[config.mk]
export PLATFORM = sky130hd
export DESIGN_NAME = point_rotator_about_pivot_top
export DESIGN_NICKNAME = d
export VERILOG_FILES = /design/src/sv/prap_pkg.sv /design/src/sv/prap_cordic.sv /design/src/sv/prap_mul.sv /design/src/sv/point_rotator_about_pivot_top.sv
export SDC_FILE = /design/constraint.sdc
export NUM_CORES = 2
export LEC_CHECK = 0
export BUFFER_PORTS_ARGS = -buffer_cell sky130_fd_sc_hd__buf_2
export CORE_MARGIN = 2
export CORE_UTILIZATION = 67
export CTS_BUF_LIST = sky130_fd_sc_hd__clkbuf_8
export DETAILED_ROUTE_END_ITERATION = 16
export HOLD_SLACK_MARGIN = 0.08
export PLACE_DENSITY = 0.84
export SYNTH_ARGS = -nofsm -noshare
export SYNTH_HDL_FRONTEND = slang
export SYNTH_SLANG_ARGS = --single-unit
[constraint.sdc]
create_clock -name i_clk -period 8.4 [get_ports i_clk]
set_input_delay 0.84 -clock i_clk [delete_from_list [all_inputs] [get_ports i_clk]]
set_output_delay 0.84 -clock i_clk [all_outputs]
set_load 0.02 [all_outputs]
[src/sv/prap_pkg.sv]
// Shared types, constants and functions for the point rotator about a pivot.
package prap_pkg;

    // Default values for the top-level parameters.
    localparam int ANGLE_BITS_DEF   = 16;
    localparam int COORD_BITS_DEF   = 11;
    localparam int CORDIC_STEPS_DEF = 16;

    // Fixed widths of the ports.
    localparam int OUT_BITS      = 14;
    localparam int STEP_BITS     = 16;
    localparam int CFG_IDX_BITS  = 3;
    localparam int CFG_DATA_BITS = 16;

    // CORDIC datapath: 30 fractional bits plus headroom for the gain and sign.
    localparam int CORD_W    = 34;
    localparam int GAIN_Q30  = 652032874;
    localparam int Q15_HALF  = 16384;
    localparam int Q15_MAX   = 32767;
    localparam int Q15_MIN   = -32768;
    localparam int Q15_SHIFT = 15;

    // Register reset values.
    localparam int RST_PIVOT_X    = 320;
    localparam int RST_PIVOT_Y    = 240;
    localparam int RST_START_X    = 200;
    localparam int RST_START_Y    = 200;
    localparam int RST_ANGLE_STEP = 522;

    typedef enum logic [CFG_IDX_BITS-1:0] {
        REG_PIVOT_X    = 3'd0,
        REG_PIVOT_Y    = 3'd1,
        REG_START_X    = 3'd2,
        REG_START_Y    = 3'd3,
        REG_ANGLE_STEP = 3'd4
    } t_cfg_reg;

    // Cosine and sine in Q1.15.
    typedef struct packed {
        logic signed [15:0] cos_q15;
        logic signed [15:0] sin_q15;
    } t_sincos;

    // atan(2^-i) in units of 2^-32 turn.
    function automatic logic [31:0] atan_turn32(input logic [4:0] idx);
        case (idx)
            5'd0:    atan_turn32 = 32'h2000_0000;
            5'd1:    atan_turn32 = 32'h12E4_051D;
            5'd2:    atan_turn32 = 32'h09FB_385B;
            5'd3:    atan_turn32 = 32'h0511_11D4;
            5'd4:    atan_turn32 = 32'h028B_0D43;
            5'd5:    atan_turn32 = 32'h0145_D7E1;
            5'd6:    atan_turn32 = 32'h00A2_F61E;
            5'd7:    atan_turn32 = 32'h0051_7C55;
            5'd8:    atan_turn32 = 32'h0028_BE53;
            5'd9:    atan_turn32 = 32'h0014_5F2F;
            5'd10:   atan_turn32 = 32'h000A_2F98;
            5'd11:   atan_turn32 = 32'h0005_17CC;
            5'd12:   atan_turn32 = 32'h0002_8BE6;
            5'd13:   atan_turn32 = 32'h0001_45F3;
            5'd14:   atan_turn32 = 32'h0000_A2FA;
            5'd15:   atan_turn32 = 32'h0000_517D;
            5'd16:   atan_turn32 = 32'h0000_28BE;
            5'd17:   atan_turn32 = 32'h0000_145F;
            5'd18:   atan_turn32 = 32'h0000_0A30;
            5'd19:   atan_turn32 = 32'h0000_0518;
            5'd20:   atan_turn32 = 32'h0000_028C;
            5'd21:   atan_turn32 = 32'h0000_0146;
            5'd22:   atan_turn32 = 32'h0000_00A3;
            5'd23:   atan_turn32 = 32'h0000_0051;
            default: atan_turn32 = 32'h0000_0000;
        endcase
    endfunction

    // Round half up to Q1.15 and saturate.
    function automatic logic signed [15:0] to_q15(input logic signed [CORD_W-1:0] v);
        logic signed [CORD_W-1:0] r;
        r = (v + CORD_W'(Q15_HALF)) >>> Q15_SHIFT;
        if (r > CORD_W'(Q15_MAX)) begin
            to_q15 = 16'(Q15_MAX);
        end else if (r < CORD_W'(Q15_MIN)) begin
            to_q15 = 16'(Q15_MIN);
        end else begin
            to_q15 = r[15:0];
        end
    endfunction

endpackage

[src/sv/prap_cordic.sv]
// Iterative rotation-mode CORDIC giving Q1.15 cosine and sine of a phase.
module prap_cordic import prap_pkg::*; #(
    parameter int ANGLE_BITS   = ANGLE_BITS_DEF,
    parameter int CORDIC_STEPS = CORDIC_STEPS_DEF
) (
    input  logic                  i_clk,
    input  logic                  i_rst_n,
    input  logic                  i_start,
    input  logic [ANGLE_BITS-1:0] i_phase,
    output logic                  o_done,
    output t_sincos               o_sincos
);

    localparam int CNT_W = $clog2(CORDIC_STEPS);
    localparam logic [CNT_W-1:0] LAST = CNT_W'(CORDIC_STEPS - 1);

    logic                     r_busy, r_fin, r_done;
    logic [CNT_W-1:0]         r_cnt;
    logic [1:0]               r_quad;
    logic signed [CORD_W-1:0] r_x, r_y, r_z;
    t_sincos                  r_sincos;

    logic [31:0]              angle32, residue;
    logic [1:0]               quad;
    logic signed [CORD_W-1:0] z0, xs, ys, atan_v;
    logic signed [CORD_W-1:0] n_x, n_y, n_z;
    logic signed [CORD_W-1:0] cos_raw, sin_raw;

    // Fold the angle into one quadrant centred on zero.
    always_comb begin
        angle32 = 32'(i_phase) << (32 - ANGLE_BITS);
        quad    = angle32[31:30] + {1'b0, angle32[29]};
        residue = angle32 - {quad, 30'b0};
        z0      = CORD_W'(signed'(residue));
    end

    // One micro-rotation per cycle through a shared add/shift datapath.
    always_comb begin
        xs     = r_x >>> r_cnt;
        ys     = r_y >>> r_cnt;
        atan_v = signed'({2'b00, atan_turn32(5'(r_cnt))});
        if (!r_z[CORD_W-1]) begin
            n_x = r_x - ys;
            n_y = r_y + xs;
            n_z = r_z - atan_v;
        end else begin
            n_x = r_x + ys;
            n_y = r_y - xs;
            n_z = r_z + atan_v;
        end
    end

    always_comb begin
        unique case (r_quad)
            2'd0: begin cos_raw = r_x;  sin_raw = r_y;  end
            2'd1: begin cos_raw = -r_y; sin_raw = r_x;  end
            2'd2: begin cos_raw = -r_x; sin_raw = -r_y; end
            2'd3: begin cos_raw = r_y;  sin_raw = -r_x; end
            default: begin cos_raw = r_x; sin_raw = r_y; end
        endcase
    end

    always_ff @(posedge i_clk) begin
        if (!i_rst_n) begin
            r_busy <= 1'b0;
            r_fin  <= 1'b0;
            r_done <= 1'b0;
            r_cnt  <= '0;
        end else begin
            r_done <= 1'b0;
            if (i_start) begin
                r_busy <= 1'b1;
                r_cnt  <= '0;
            end else if (r_busy) begin
                r_cnt <= r_cnt + 1'b1;
                if (r_cnt == LAST) begin
                    r_busy <= 1'b0;
                    r_fin  <= 1'b1;
                end
            end else if (r_fin) begin
                r_fin  <= 1'b0;
                r_done <= 1'b1;
            end
        end
    end

    always_ff @(posedge i_clk) begin
        if (i_start) begin
            r_x    <= CORD_W'(GAIN_Q30);
            r_y    <= '0;
            r_z    <= z0;
            r_quad <= quad;
        end else if (r_busy) begin
            r_x <= n_x;
            r_y <= n_y;
            r_z <= n_z;
        end
        if (r_fin) begin
            r_sincos.cos_q15 <= to_q15(cos_raw);
            r_sincos.sin_q15 <= to_q15(sin_raw);
        end
    end

    assign o_done   = r_done;
    assign o_sincos = r_sincos;

endmodule

[src/sv/prap_mul.sv]
// Shared multiplier that forms the four truncated products and sums them onto the pivot.
module prap_mul import prap_pkg::*; #(
    parameter int COORD_BITS = COORD_BITS_DEF
) (
    input  logic                       i_clk,
    input  logic                       i_rst_n,
    input  logic                       i_start,
    input  t_sincos                    i_sincos,
    input  logic [COORD_BITS-1:0]      i_pivot_x,
    input  logic [COORD_BITS-1:0]      i_pivot_y,
    input  logic [COORD_BITS-1:0]      i_start_x,
    input  logic [COORD_BITS-1:0]      i_start_y,
    output logic                       o_done,
    output logic signed [OUT_BITS-1:0] o_rx,
    output logic signed [OUT_BITS-1:0] o_ry
);

    localparam int DW    = COORD_BITS + 1;
    localparam int PW    = DW + 16;
    localparam int ACC_W = (COORD_BITS + 3 > OUT_BITS) ? COORD_BITS + 3 : OUT_BITS;

    logic                    r_busy, r_pvalid, r_done;
    logic [1:0]              r_k, r_pk;
    logic signed [DW-1:0]    r_dx, r_dy;
    logic signed [PW-1:0]    r_prod;
    logic signed [ACC_W-1:0] r_acc_x, r_acc_y;

    logic signed [DW-1:0]    op_a;
    logic signed [15:0]      op_b;
    logic signed [PW-1:0]    prod, bias, adj;
    logic signed [ACC_W-1:0] term;

    // Product order: dx*cos, dy*sin, dx*sin, dy*cos.
    always_comb begin
        case (r_k)
            2'd0:    begin op_a = r_dx; op_b = i_sincos.cos_q15; end
            2'd1:    begin op_a = r_dy; op_b = i_sincos.sin_q15; end
            2'd2:    begin op_a = r_dx; op_b = i_sincos.sin_q15; end
            default: begin op_a = r_dy; op_b = i_sincos.cos_q15; end
        endcase
        prod = op_a * op_b;
    end

    // Divide by 2^15 truncating toward zero.
    always_comb begin
        bias = r_prod[PW-1] ? PW'(Q15_MAX) : '0;
        adj  = r_prod + bias;
        term = ACC_W'(adj >>> Q15_SHIFT);
    end

    always_ff @(posedge i_clk) begin
        if (!i_rst_n) begin
            r_busy   <= 1'b0;
            r_pvalid <= 1'b0;
            r_done   <= 1'b0;
            r_k      <= '0;
        end else begin
            r_done   <= r_pvalid && (r_pk == 2'd3);
            r_pvalid <= r_busy;
            if (i_start) begin
                r_busy <= 1'b1;
                r_k    <= '0;
            end else if (r_busy) begin
                r_k <= r_k + 1'b1;
                if (r_k == 2'd3) begin
                    r_busy <= 1'b0;
                end
            end
        end
    end

    always_ff @(posedge i_clk) begin
        if (i_start) begin
            r_dx    <= signed'({1'b0, i_start_x}) - signed'({1'b0, i_pivot_x});
            r_dy    <= signed'({1'b0, i_start_y}) - signed'({1'b0, i_pivot_y});
            r_acc_x <= ACC_W'(i_pivot_x);
            r_acc_y <= ACC_W'(i_pivot_y);
        end else if (r_pvalid) begin
            case (r_pk)
                2'd0:    r_acc_x <= r_acc_x + term;
                2'd1:    r_acc_x <= r_acc_x - term;
                2'd2:    r_acc_y <= r_acc_y + term;
                default: r_acc_y <= r_acc_y + term;
            endcase
        end
        if (r_busy) begin
            r_prod <= prod;
            r_pk   <= r_k;
        end
    end

    assign o_done = r_done;
    assign o_rx   = r_acc_x[OUT_BITS-1:0];
    assign o_ry   = r_acc_y[OUT_BITS-1:0];

endmodule

[src/sv/point_rotator_about_pivot_top.sv]
// A request passes from acceptance through the CORDIC iteration loop, one micro-rotation per
// cycle, and then through the shared multiplier to the result register. One request is
// handled at a time; the next is accepted the cycle after the result has moved into the
// output register.
// Reset (synchronous, active low) clears the phase to zero, loads the register defaults,
// and empties the output register.
module point_rotator_about_pivot_top import prap_pkg::*; #(
    parameter int ANGLE_BITS   = ANGLE_BITS_DEF,
    parameter int COORD_BITS   = COORD_BITS_DEF,
    parameter int CORDIC_STEPS = CORDIC_STEPS_DEF
) (
    input  logic                       i_clk,
    input  logic                       i_rst_n,
    input  logic                       i_in_valid,
    output logic                       o_in_ready,
    input  logic                       i_hold,
    output logic                       o_out_valid,
    input  logic                       i_out_ready,
    output logic signed [OUT_BITS-1:0] o_rotated_x,
    output logic signed [OUT_BITS-1:0] o_rotated_y,
    input  logic                       i_cfg_valid,
    output logic                       o_cfg_ready,
    input  logic [CFG_IDX_BITS-1:0]    i_cfg_index,
    input  logic [CFG_DATA_BITS-1:0]   i_cfg_data
);

    // The sequencer walks a request through the CORDIC, then the shared
    // multiplier, then hands the result to the output register.
    typedef enum logic [3:0] {
        S_IDLE   = 4'b0001,
        S_CORDIC = 4'b0010,
        S_MUL    = 4'b0100,
        S_OUT    = 4'b1000
    } t_state;

    t_state                     r_state, n_state;
    logic [COORD_BITS-1:0]      r_pivot_x, r_pivot_y, r_start_x, r_start_y;
    logic [STEP_BITS-1:0]       r_step;
    logic [ANGLE_BITS-1:0]      r_phase, n_phase;
    logic                       r_out_valid;
    logic signed [OUT_BITS-1:0] r_out_x, r_out_y;

    logic                       in_fire, out_fire, load_out;
    logic                       cordic_done, mul_done;
    t_sincos                    sincos;
    logic signed [OUT_BITS-1:0] mul_rx, mul_ry;

    assign in_fire  = i_in_valid && o_in_ready;
    assign out_fire = r_out_valid && i_out_ready;
    // The finished result moves out once the output register is free or being emptied.
    assign load_out = (r_state == S_OUT) && (!r_out_valid || i_out_ready);

    // The phase wraps modulo 2^ANGLE_BITS; a held request keeps the phase as it is.
    assign n_phase = i_hold ? r_phase : r_phase + ANGLE_BITS'(r_step);

    always_comb begin
        n_state = r_state;
        unique case (r_state)
            S_IDLE:   if (in_fire)     n_state = S_CORDIC;
            S_CORDIC: if (cordic_done) n_state = S_MUL;
            S_MUL:    if (mul_done)    n_state = S_OUT;
            S_OUT:    if (load_out)    n_state = S_IDLE;
            default:                   n_state = S_IDLE;
        endcase
    end

    always_ff @(posedge i_clk) begin
        if (!i_rst_n) begin
            r_state     <= S_IDLE;
            r_phase     <= '0;
            r_out_valid <= 1'b0;
        end else begin
            r_state <= n_state;
            if (in_fire) begin
                r_phase <= n_phase;
            end
            if (out_fire) begin
                r_out_valid <= 1'b0;
            end
            if (load_out) begin
                r_out_valid <= 1'b1;
            end
        end
    end

    always_ff @(posedge i_clk) begin
        if (load_out) begin
            r_out_x <= mul_rx;
            r_out_y <= mul_ry;
        end
    end

    // Configuration registers. Writes are expected only while the block is idle,
    // so the port is always ready. Indexes beyond the list are ignored and bits
    // above a register's width are dropped.
    always_ff @(posedge i_clk) begin
        if (!i_rst_n) begin
            r_pivot_x <= COORD_BITS'(RST_PIVOT_X);
            r_pivot_y <= COORD_BITS'(RST_PIVOT_Y);
            r_start_x <= COORD_BITS'(RST_START_X);
            r_start_y <= COORD_BITS'(RST_START_Y);
            r_step    <= STEP_BITS'(RST_ANGLE_STEP);
        end else if (i_cfg_valid) begin
            unique case (t_cfg_reg'(i_cfg_index))
                REG_PIVOT_X:    r_pivot_x <= COORD_BITS'(i_cfg_data);
                REG_PIVOT_Y:    r_pivot_y <= COORD_BITS'(i_cfg_data);
                REG_START_X:    r_start_x <= COORD_BITS'(i_cfg_data);
                REG_START_Y:    r_start_y <= COORD_BITS'(i_cfg_data);
                REG_ANGLE_STEP: r_step    <= STEP_BITS'(i_cfg_data);
                default:        ;
            endcase
        end
    end

    // The CORDIC captures the updated phase in the acceptance cycle.
    prap_cordic #(
        .ANGLE_BITS  (ANGLE_BITS),
        .CORDIC_STEPS(CORDIC_STEPS)
    ) u_cordic (
        .i_clk   (i_clk),
        .i_rst_n (i_rst_n),
        .i_start (in_fire),
        .i_phase (n_phase),
        .o_done  (cordic_done),
        .o_sincos(sincos)
    );

    // The multiplier starts as soon as cosine and sine are ready; the CORDIC
    // holds them until its next start.
    prap_mul #(
        .COORD_BITS(COORD_BITS)
    ) u_mul (
        .i_clk    (i_clk),
        .i_rst_n  (i_rst_n),
        .i_start  (cordic_done),
        .i_sincos (sincos),
        .i_pivot_x(r_pivot_x),
        .i_pivot_y(r_pivot_y),
        .i_start_x(r_start_x),
        .i_start_y(r_start_y),
        .o_done   (mul_done),
        .o_rx     (mul_rx),
        .o_ry     (mul_ry)
    );

    assign o_in_ready  = (r_state == S_IDLE);
    assign o_cfg_ready = 1'b1;
    assign o_out_valid = r_out_valid;
    assign o_rotated_x = r_out_x;
    assign o_rotated_y = r_out_y;

    // The sequencer state is always exactly one of its one-hot codes.
    a_state_onehot: assert property (@(posedge i_clk) disable iff (!i_rst_n)
        $onehot(r_state))
        else $error("sequencer state is not one-hot");

    // The CORDIC reports completion only while the sequencer waits for it.
    a_cordic_done_in_state: assert property (@(posedge i_clk) disable iff (!i_rst_n)
        cordic_done |-> (r_state == S_CORDIC))
        else $error("CORDIC done outside its phase");

    // The multiplier reports completion only while the sequencer waits for it.
    a_mul_done_in_state: assert property (@(posedge i_clk) disable iff (!i_rst_n)
        mul_done |-> (r_state == S_MUL))
        else $error("multiplier done outside its phase");

    // A held request leaves the phase untouched.
    a_hold_keeps_phase: assert property (@(posedge i_clk) disable iff (!i_rst_n)
        (in_fire && i_hold) |=> $stable(r_phase))
        else $error("phase moved on a held request");

endmodule
==> impl_metrics.yaml <==
placement:
  hpwl_mm: 72.7
  postPlaceCellArea_um2: 38300
  port_buffers: 54
  gp_congestion: 0.968
grt:
  grt_pass1_vias: 31200
  gr-usage-all-layers_pct: 34.0
  grt_max_degree: 91
  overflow: 0
  grt_first_pass_wirelength_mm: 158
  antenna_found_initial: 1
worst_setup_path:
  arrival_ps: 8100
  crit_path_top_delay_cell: "mux2i_1"
  r2r_setup_slack_ps: 700
  worstSetupEndpoint: "u_mul.r_prod[27]"
  path_buf_inv: 3
  cp_common_cell: "fa_1"
  cp_max_fo: 12
  cp_cell_sequence: "inv_1 -> ha_1 -> nor2_2 -> mux2i_1 -> nor2_1 -> fa_1 -> ha_1 -> fa_1 -> inv_1 -> fa_1 -> fa_1 -> inv_1 -> ha_1 -> nor2b_1 -> o31a_1 -> o211ai_1 -> nand2_1 -> a41o_1 -> nor4_1 -> o31ai_1 -> o41a_1 -> a211oi_1 -> a21oi_1 -> xnor2_1"
  critPathKind: "reg2reg"
  slowest_delay_ps: 780
  r2r_end: "u_mul.r_prod[27]"
  crit_path_start_kind: "flop"
  cp.depth: 24
  reg2reg_depth: 24
  cp_top_family: "adder cells"
  worstSetupStartpoint: "u_mul.r_k[0]"
  endpoint_kind: "flop"
  r2r_start: "u_mul.r_k[0]"
  cp.required_ps: 8800
timing:
  slew-limit-headroom_pct: 19.4
  setup_viol: 0
  fin_skew_ps: 51.8
  clock.fmax_mhz: 130
  hold_viol: 0
  drv_slew: 0
  layout_worst_path_cycle_share_pct: 91.6
  tns_ps: 0
  worst_slew_pin_slew_ps: 1200
  period_needed_ps: 7700
  rsz0062_at_grt: "no"
floorplanning:
  boundaryPins: 56
  dieHeight_um: 241
  rows: 86
  start_util_pct: 68.0
  core_area_um2: 55300
  die_area_um2: 58000
  die_w_um: 241
logic_synthesis:
  syn_area_um2: 37600
  yosysTopAreaCellShare_pct: 13.7
  synth.distinct_cells: 89
  synth_seq_cells: 369
  ys.flop_type: "dfxtp_1"
  synth_most_common_cell: "nand2_1"
  synthCells: 4423
  synth_area_leaders: "edfxtp_1, dfxtp_1, fa_1, ha_1, nand2_1"
  syn-num-nets: 4887
  synth_area_per_cell_um2: 8.50
  ys_async_sr_fraction_pct: 0
  seq_area_frac_synth_pct: 24.2
  synth_enable_flop_cells: 172
  synth_common_cells: "nand2_1, nor2_1, inv_1, ha_1, a21oi_1"
  synth_top_area_cell: "edfxtp_1"
  ys_warn_count: 0
clocking:
  post-cts-setup-buffer-count: 0
  cts_buffers: 67
  root_buffer: "clkbuf_8"
  clock_path_buffers: 3
  postCtsResizedCells: 0
  clkSlewWorstSetupHoldPaths_ps: 60
  cts_tree: "done"
  ctsHoldBuffers: 0
  clk_latency_ps: 700
  htree_levels: 3
  cts_sinks: 369
drt:
  drc: 0
  vias_per_cell: 6.29
  wire_per_inst_um: 19.0
  drt_iter0_drc: 3222
  drtPass1Iterations: 8
  ant_nets: 0
  routed_wl_mm: 98.3
  vias: 32500
final_layout:
  seqCellArea_um2: 9120
  multiInputGateArea_um2: 26300
  fin_area_um2: 39700
  final_nets: 4828
  fillCellCount: 4197
  syn_to_final_growth_pct: 5.61
  drive_gt1_share_pct: 8.72
run:
  drv_cap: 0
outcome:
  status: "finished, final reports clean"
pwr:
  power_density_nw_per_um2: 280
  leakage_nw: 16.7
  ir_drop_mv: 0.368
min_path:
  hold_class: "in2reg"
## logic make-up (layout without fill, tap and decap cells)
logic type / Yosys count / count (layout) / share of synthesized area, %
multiplexers: 267 / 267 / 9.12
flip-flops: 369 / 369 / 24.2
buffers and inverters: 588 / 582 / 5.96
AND/OR/NAND/NOR: 1440 / 1440 / 17.6
XOR/XNOR: 337 / 337 / 7.85
adder cells (fa/ha/maj): 440 / 440 / 18.4
other: 1 / 4 / 0.00998
AO/OA/AOI/OAI: 981 / 981 / 16.9
## per-layer routing
| layer | global-route usage (%) | wire length, um | up-vias |
|---|---|---|---|
| li1 | - | - | 15400 |
| met1 | 42.5 | 39100 | 15300 |
| met2 | 56.9 | 46200 | 1448 |
| met3 | 5.83 | 7610 | 399 |
| met4 | 17.5 | 5360 | 0 |
| met5 | 0 | 0 | - |
## layout by cell type (no fill, tap or decap), types with 30 or more instances in the layout
cell / n
mux4_2: 53
buf_4: 44
a31oi_1: 49
and3_1: 33
nor2_1: 402
nand2_1: 523
xnor2_1: 204
a21boi_0: 69
a211oi_1: 39
o21ai_0: 221
mux2i_1: 139
fa_1: 186
clkbuf_8: 76
nand3_1: 92
nand4_1: 33
mux2_2: 75
nor2b_1: 47
a21o_1: 66
dfxtp_1: 191
o21a_1: 36
nand2b_1: 53
nor3_1: 85
buf_2: 54
and2_1: 43
xor2_1: 133
inv_1: 377
nor4_1: 30
o211ai_1: 38
a21oi_1: 245
edfxtp_1: 172
ha_1: 253
## power breakdown
part	switching [mW]	total, mW	internal (mW)
clock	0.838	1.83	0.995
sequential	0.488	2.69	2.21
combinational	3.72	6.58	2.86
total	5.05	11.1	6.06
## worst reg2reg max path: cells and delay by family, from the launching register on
| family | cells | cell delay (ps) |
|---|---|---|
| and+or+nand+nor | 5 | 1280 |
| buffers and inverters | 3 | 170 |
| xor gates and xnor gates | 1 | 140 |
| AOI/OAI and AO/OA | 7 | 1740 |
| muxes | 1 | 780 |
| DFF | 1 | 390 |
| adders and majority gates | 7 | 2920 |
## sequential cells by signal (all words and copies together) (netlist names), 2 cells and up
| name | cells |
|---|---|
| u_mul.r_dx | 12 |
| u_cordic.r_cnt | 4 |
| u_mul.r_pk | 2 |
| u_mul.o_rx | 14 |
| r_start_y | 11 |
| o_rotated_x | 14 |
| u_mul.r_dy | 12 |
| r_phase | 16 |
| r_start_x | 11 |
| r_pivot_y | 11 |
| u_cordic.r_x | 34 |
| u_mul.r_prod | 28 |
| o_rotated_y | 14 |
| u_cordic.r_z | 34 |
| r_state | 4 |
| u_cordic.atan_v | 30 |
| r_step | 16 |
| u_cordic.r_quad | 2 |
| u_cordic.o_sincos | 32 |
| r_pivot_x | 11 |
| u_mul.o_ry | 14 |
| u_mul.r_k | 2 |
| u_cordic.r_y | 34 |
## worst min path at each step
stage          slack [ps]  depth (start not counted)           start         endpoint
2_1_floorplan         420                          0  u_mul.o_ry[13]  o_rotated_y[13]
3_3_place_gp          430                          2  u_cordic.r_fin  u_cordic.o_done
3_5_place_dp          440                          0   u_mul.o_rx[9]   o_rotated_x[9]
4_1_cts               400                          3  i_cfg_data[15]       r_step[15]
5_1_grt               440                          3  i_cfg_data[14]       r_step[14]
6_report              430                          3  i_cfg_data[15]       r_step[15]
## layout make-up
| cell class | count | area share, % |
|---|---|---|
| Multi-Input combinational cell | 3466 | 66.1 |
| Inverter | 362 | 3.42 |
| Sequential cell | 369 | 23.0 |
| Timing Repair Buffer | 98 | 1.51 |
| Clock inverter | 46 | 0.939 |
| Antenna cell | 3 | 0.0189 |
| Clock buffer | 76 | 2.63 |
| Tap cell | 748 | 2.36 |
## metrics by stage
stage	hold WS [ps]	total power, mW	util [%]	worst slack, ps	std cells
after global routing	440	12.0	71.8	183	5166
final	431	11.1	71.8	702	5168
after floorplan	417	7.85	-	1160	4423
after global placement	430	8.99	69.2	890	5043
after CTS	399	11.0	71.8	705	5165
after detailed placement	443	9.13	69.2	734	5043
Note: power is estimated with default switching activity, not from simulation.
